$ cat src/design/tlut_pkg.sv
`timescale 1ns / 1ps
// ----------------------------------------------------------------------------
// tlut_pkg
// Shared types and constants of the trilinear 3D lookup table sampler.
// ----------------------------------------------------------------------------
package tlut_pkg;

  // Default sizes of the lattice and of the coordinate fraction.
  localparam int MAX_SIDE_DEF  = 33;
  localparam int FRAC_BITS_DEF = 16;

  // Channel width and the side value after reset.
  localparam int         CH_W       = 16;
  localparam logic [5:0] SIDE_RESET = 6'd33;

  // Configuration register indexes.
  localparam logic CFG_IDX_LUT_SIDE = 1'b0;

  // Item operation codes.
  localparam logic OP_WRITE  = 1'b0;
  localparam logic OP_SAMPLE = 1'b1;

  // One lattice entry: three channels.
  typedef struct packed {
    logic [CH_W-1:0] red;
    logic [CH_W-1:0] green;
    logic [CH_W-1:0] blue;
  } entry_t;

endpackage

$ cat src/design/tlut_axis.sv
`timescale 1ns / 1ps
// ----------------------------------------------------------------------------
// tlut_axis
// Splits one coordinate into a lower corner index and a fraction, registered.
// ----------------------------------------------------------------------------
module tlut_axis #(
  parameter int FRAC_BITS = 16,
  parameter int SW        = 6
) (
  input  logic                 clk,
  input  logic [FRAC_BITS:0]   coord,
  input  logic [SW-1:0]        side,
  output logic [SW-1:0]        idx_r,
  output logic [FRAC_BITS:0]   frac_r
);
  import tlut_pkg::*;

  localparam logic [FRAC_BITS:0] ONE = {1'b1, {FRAC_BITS{1'b0}}};

  logic [FRAC_BITS:0]      sat;
  logic [FRAC_BITS+SW:0]   prod;
  logic [SW:0]             idx_raw;
  logic [SW:0]             top;
  logic [SW-1:0]           idx_nxt;
  logic [FRAC_BITS:0]      frac_nxt;

  // Saturate, scale by side-1 and clamp the corner at the top edge.
  always_comb begin
    sat      = (coord > ONE) ? ONE : coord;
    prod     = (FRAC_BITS+SW+1)'(sat) * (FRAC_BITS+SW+1)'(side - SW'(1));
    idx_raw  = prod[FRAC_BITS+SW:FRAC_BITS];
    top      = (SW+1)'(side) - (SW+1)'(2);
    idx_nxt  = idx_raw[SW-1:0];
    frac_nxt = {1'b0, prod[FRAC_BITS-1:0]};
    if (idx_raw > top) begin
      idx_nxt  = top[SW-1:0];
      frac_nxt = ONE;
    end
  end

  always_ff @(posedge clk) begin
    idx_r  <= idx_nxt;
    frac_r <= frac_nxt;
  end

endmodule

$ cat config.mk
export PLATFORM = sky130hd
export DESIGN_NAME = tlut_axis
export DESIGN_NICKNAME = d
export VERILOG_FILES = /design/src/design/tlut_pkg.sv /design/src/design/tlut_axis.sv
export SDC_FILE = /design/constraint.sdc
export NUM_CORES = 1
export LEC_CHECK = 0
export ABC_AREA = 1
export BUFFER_PORTS_ARGS = -buffer_cell sky130_fd_sc_hd__clkbuf_2
export CAP_MARGIN = 20
export CORE_MARGIN = 5
export CORE_UTILIZATION = 56
export CTS_CLUSTER_DIAMETER = 50
export CTS_CLUSTER_SIZE = 8
export DETAILED_ROUTE_END_ITERATION = 8
export PLACE_DENSITY = 0.79
export SYNTH_ARGS = -nofsm -noshare
export SYNTH_HDL_FRONTEND = slang
export SYNTH_SLANG_ARGS = --single-unit
$ cat constraint.sdc
create_clock -name clk -period 6.65 [get_ports clk]
set_clock_uncertainty 0.2 [all_clocks]
set_input_delay 0.9975 -clock clk [delete_from_list [all_inputs] [get_ports clk]]
set_output_delay 0.9975 -clock clk [all_outputs]
set_load 0.02 [all_outputs]
==> summary.txt <==
Worst setup path
  – Top delay family on crit path: adder cells
  – Worst EP arrival: approximately 7 ns
  – Critical Path Max Stage Delay: 0.60 ns
  – Worst path slowest cell: fa_1
  – Critical path class: input port to flop
  – Crit-path max FO: 5
  – Crit path buffers/inverters: 6
  – Worst setup SP type: input port
  – Worst EP required: approximately 6.6 ns
  – CP Capture Type: flop

Synth
  – Mapped Area: between 5000 and 6000 sq um
  – Netlist cell types: 35
  – Post-synthesis sequential area ratio: around 8.8%
  – Yosys reg bits: 23
  – Post-synthesis area per instance: 7.311 sq um
  – Synth Warn #: 0
  – Net Count, Synth: ~900
  – Syn Inst Count: about 710

Route
  – DR iter-0 viols: 394
  – Final wirelength: roughly 19 mm
  – Met1 WL: just under 7 mm
  – Vias per cell: about 5.7
  – Met2 routed WL: just under 10 mm
  – DR WL/cell: 18.85 microns
  – Top layer in use: met4
  – Metal3 WL: 1.311 mm
  – Antenna Nets Post-Route: 0
  – DRC: 0
  – Vias: around 5800
  – Drt first pass iters: 5

Min path
  – Worst Hold Class: input port to flop
  – Hold Path Origin: coord[0]
  – WHS Endpoint: frac_r[0]
  – Worst Hold Depth: 5

Clock tree
  – Hold_buf cts: 0
  – CTS Root Cell: clkbuf_8
  – CTS Sinks: 23
  – CTS max path bufs: 2
  – CTS Buf Count: 3
  – CTS tree: done
  – CTS HTree Levels: 1
  – Clock-pin slew on the worst setup and hold paths: approximately 0.09 ns

STA
  – Final min period: 7.037 ns
  – Achievable Freq: 142.1 MHz
  – Final setup fails: 23
  – Post-route setup slack: -0.3867 ns
  – Post-route setup TNS: -7.512 ns
  – Slew headroom: approximately 69%
  – Max-slew violations: 0
  – RSZ-0062 raised after global routing: yes
  – Fin crit share: 105.8%
  – Worst-margin pin slew: 0.4668 ns
  – Hold Violations, Final: 0

Placed design
  – Placer Congestion: between 0.9 and 1
  – Port Buf Inserts: between 40 and 50
  – HPWL after DPL: about 11 mm
  – Placed insts: around 1000

Die
  – Die area: between 10000 and 15000 sq um
  – Total core area: 9153 sq um
  – Die height: between 100 and 150 microns
  – Initial Util: a little under three fifths
  – I/O pins: 47
  – Die width: ~110 microns
  – Std-Cell Rows: 35

Power and ir drop
  – Power Total: approximately 1900 uW
  – Max VDD drop: about 220 uV
  – PD cells: 251.4 nW/um^2
  – Leakage power: 0.004198 uW

Cells and area
  – Share of cells above drive strength 1: a little under half
  – Number of diodes: 0
  – Final Core Density: between 80% and 90%
  – Commonest non-fill, non-tap cell in the layout: buf_4
  – Commonest cells after routing, fill and taps aside: buf_4 (139), inv_1 (127), nand2_1 (100)
  – Synth-to-Final Area Change: 48.15%
  – Non-filler cells, final: between 1000 and 1500
  – Final nets: 1073

Run status
  – Failing checks: setup timing
  – Outcome: complete, but fails checks

Global routing
  – Initial antenna violation count: 0
  – Gr usage total: 26.04%
  – First-pass GRT wire length: 24.28 mm
  – Largest net degree at the start of global routing: 20
  – Vias in the first global route: about 5600
  – GR Overflow Total: 0

Flow run
  – Max cap viols: 0
==> per-stage QoR <==
step | instance area [sq um] | setup slack (ns) | hold slack [ns]
after floorplan | 5278 | 0.001498 | 0.9551
final | 7722 | -0.3867 | 1.030
after detailed placement | 6490 | -0.6833 | 1.213
after CTS | 6868 | 0.001475 | 0.9737
after global placement | 6490 | -0.5670 | 1.213
after global routing | 7722 | -0.5609 | 1.038
==> metal layers <==
| layer | vias up | track usage (%) |
|---|---|---|
| met3 | 162 | 3.522 |
| li1 | 2526 | - |
| met1 | 2777 | 29.75 |
| met2 | 352 | 50.81 |
| met4 | 0 | 6.210 |
| met5 | - | 0 |
==> report_power, final <==
group          total [uW]  internal [uW]  leakage, uW  switching (uW)
clock network        90.7           42.0    0.0000255            48.7
logic                1630            698      0.00398             931
registers             221            202     0.000192            18.9
==> flip-flops by register name, indices dropped and copies added, names as in the netlist <==
| register | flops |
|---|---|
| idx_r | 6 |
| frac_r | 17 |
==> cells in the mapped netlist (all sizes together) <==
cell type,count,area (sq um)
xor2,10,95.10
fa,75,1501
dfxtp,23,460.4
o21a,1,8.760
nand2,163,689.4
xnor2,4,35.03
and2,6,37.54
a21oi,24,120.1
nor2,111,465.5
nand4,5,31.28
nor4,3,25.02
inv,166,625.6
nand3b,4,30.03
buf,5,42.54
clkbuf,4,15.01
a21o,1,7.510
or2,7,43.79
nor3,5,30.03
nand3,26,130.1
o211ai,1,7.510
ha,62,775.7
o21ai,7,35.03
==> area by class of cell <==
type | instances | area, sq um
clock buffer | 3 | 41.29
clock inverter | 1 | 5.005
fill | 458 | 1430
inverter | 166 | 654.4
multi-input combinational | 516 | 4907
sequential | 23 | 460.4
tap | 111 | 138.9
timing repair buffer | 201 | 1508
timing repair inverter | 1 | 7.507
==> repair_timing <==
item / 4_1_cts / 5_1_grt
endpoints found under the setup margin: 23 / 23
pin swaps: 11 / 109
setup buffers: 7 / 26
gates cloned: 1 / 2
gates resized for setup: 47 / 181
==> how the worst max path moves through the flow <==
stage,startpoint,endpoint,cells past startpoint
3_3_place_gp,side[1],frac_r[14],28
2_1_floorplan,side[1],frac_r[13],32
3_5_place_dp,side[1],idx_r[3],35
4_1_cts,coord[13],idx_r[2],35
6_report,coord[10],idx_r[0],30
5_1_grt,coord[10],frac_r[10],33
==> cell families (layout without fill, tap and decap cells) <==
family          after synthesis  in the layout  synth area share [%]
xor+xnor                     14             14                 2.496
buf+inv                     175            372                 13.11
fa+ha+maj                   137            137                 43.69
compound gates               34             34                 3.433
flops                        23             23                 8.833
simple gates                330            331                 28.44
Power figures use the tool's default switching activity.
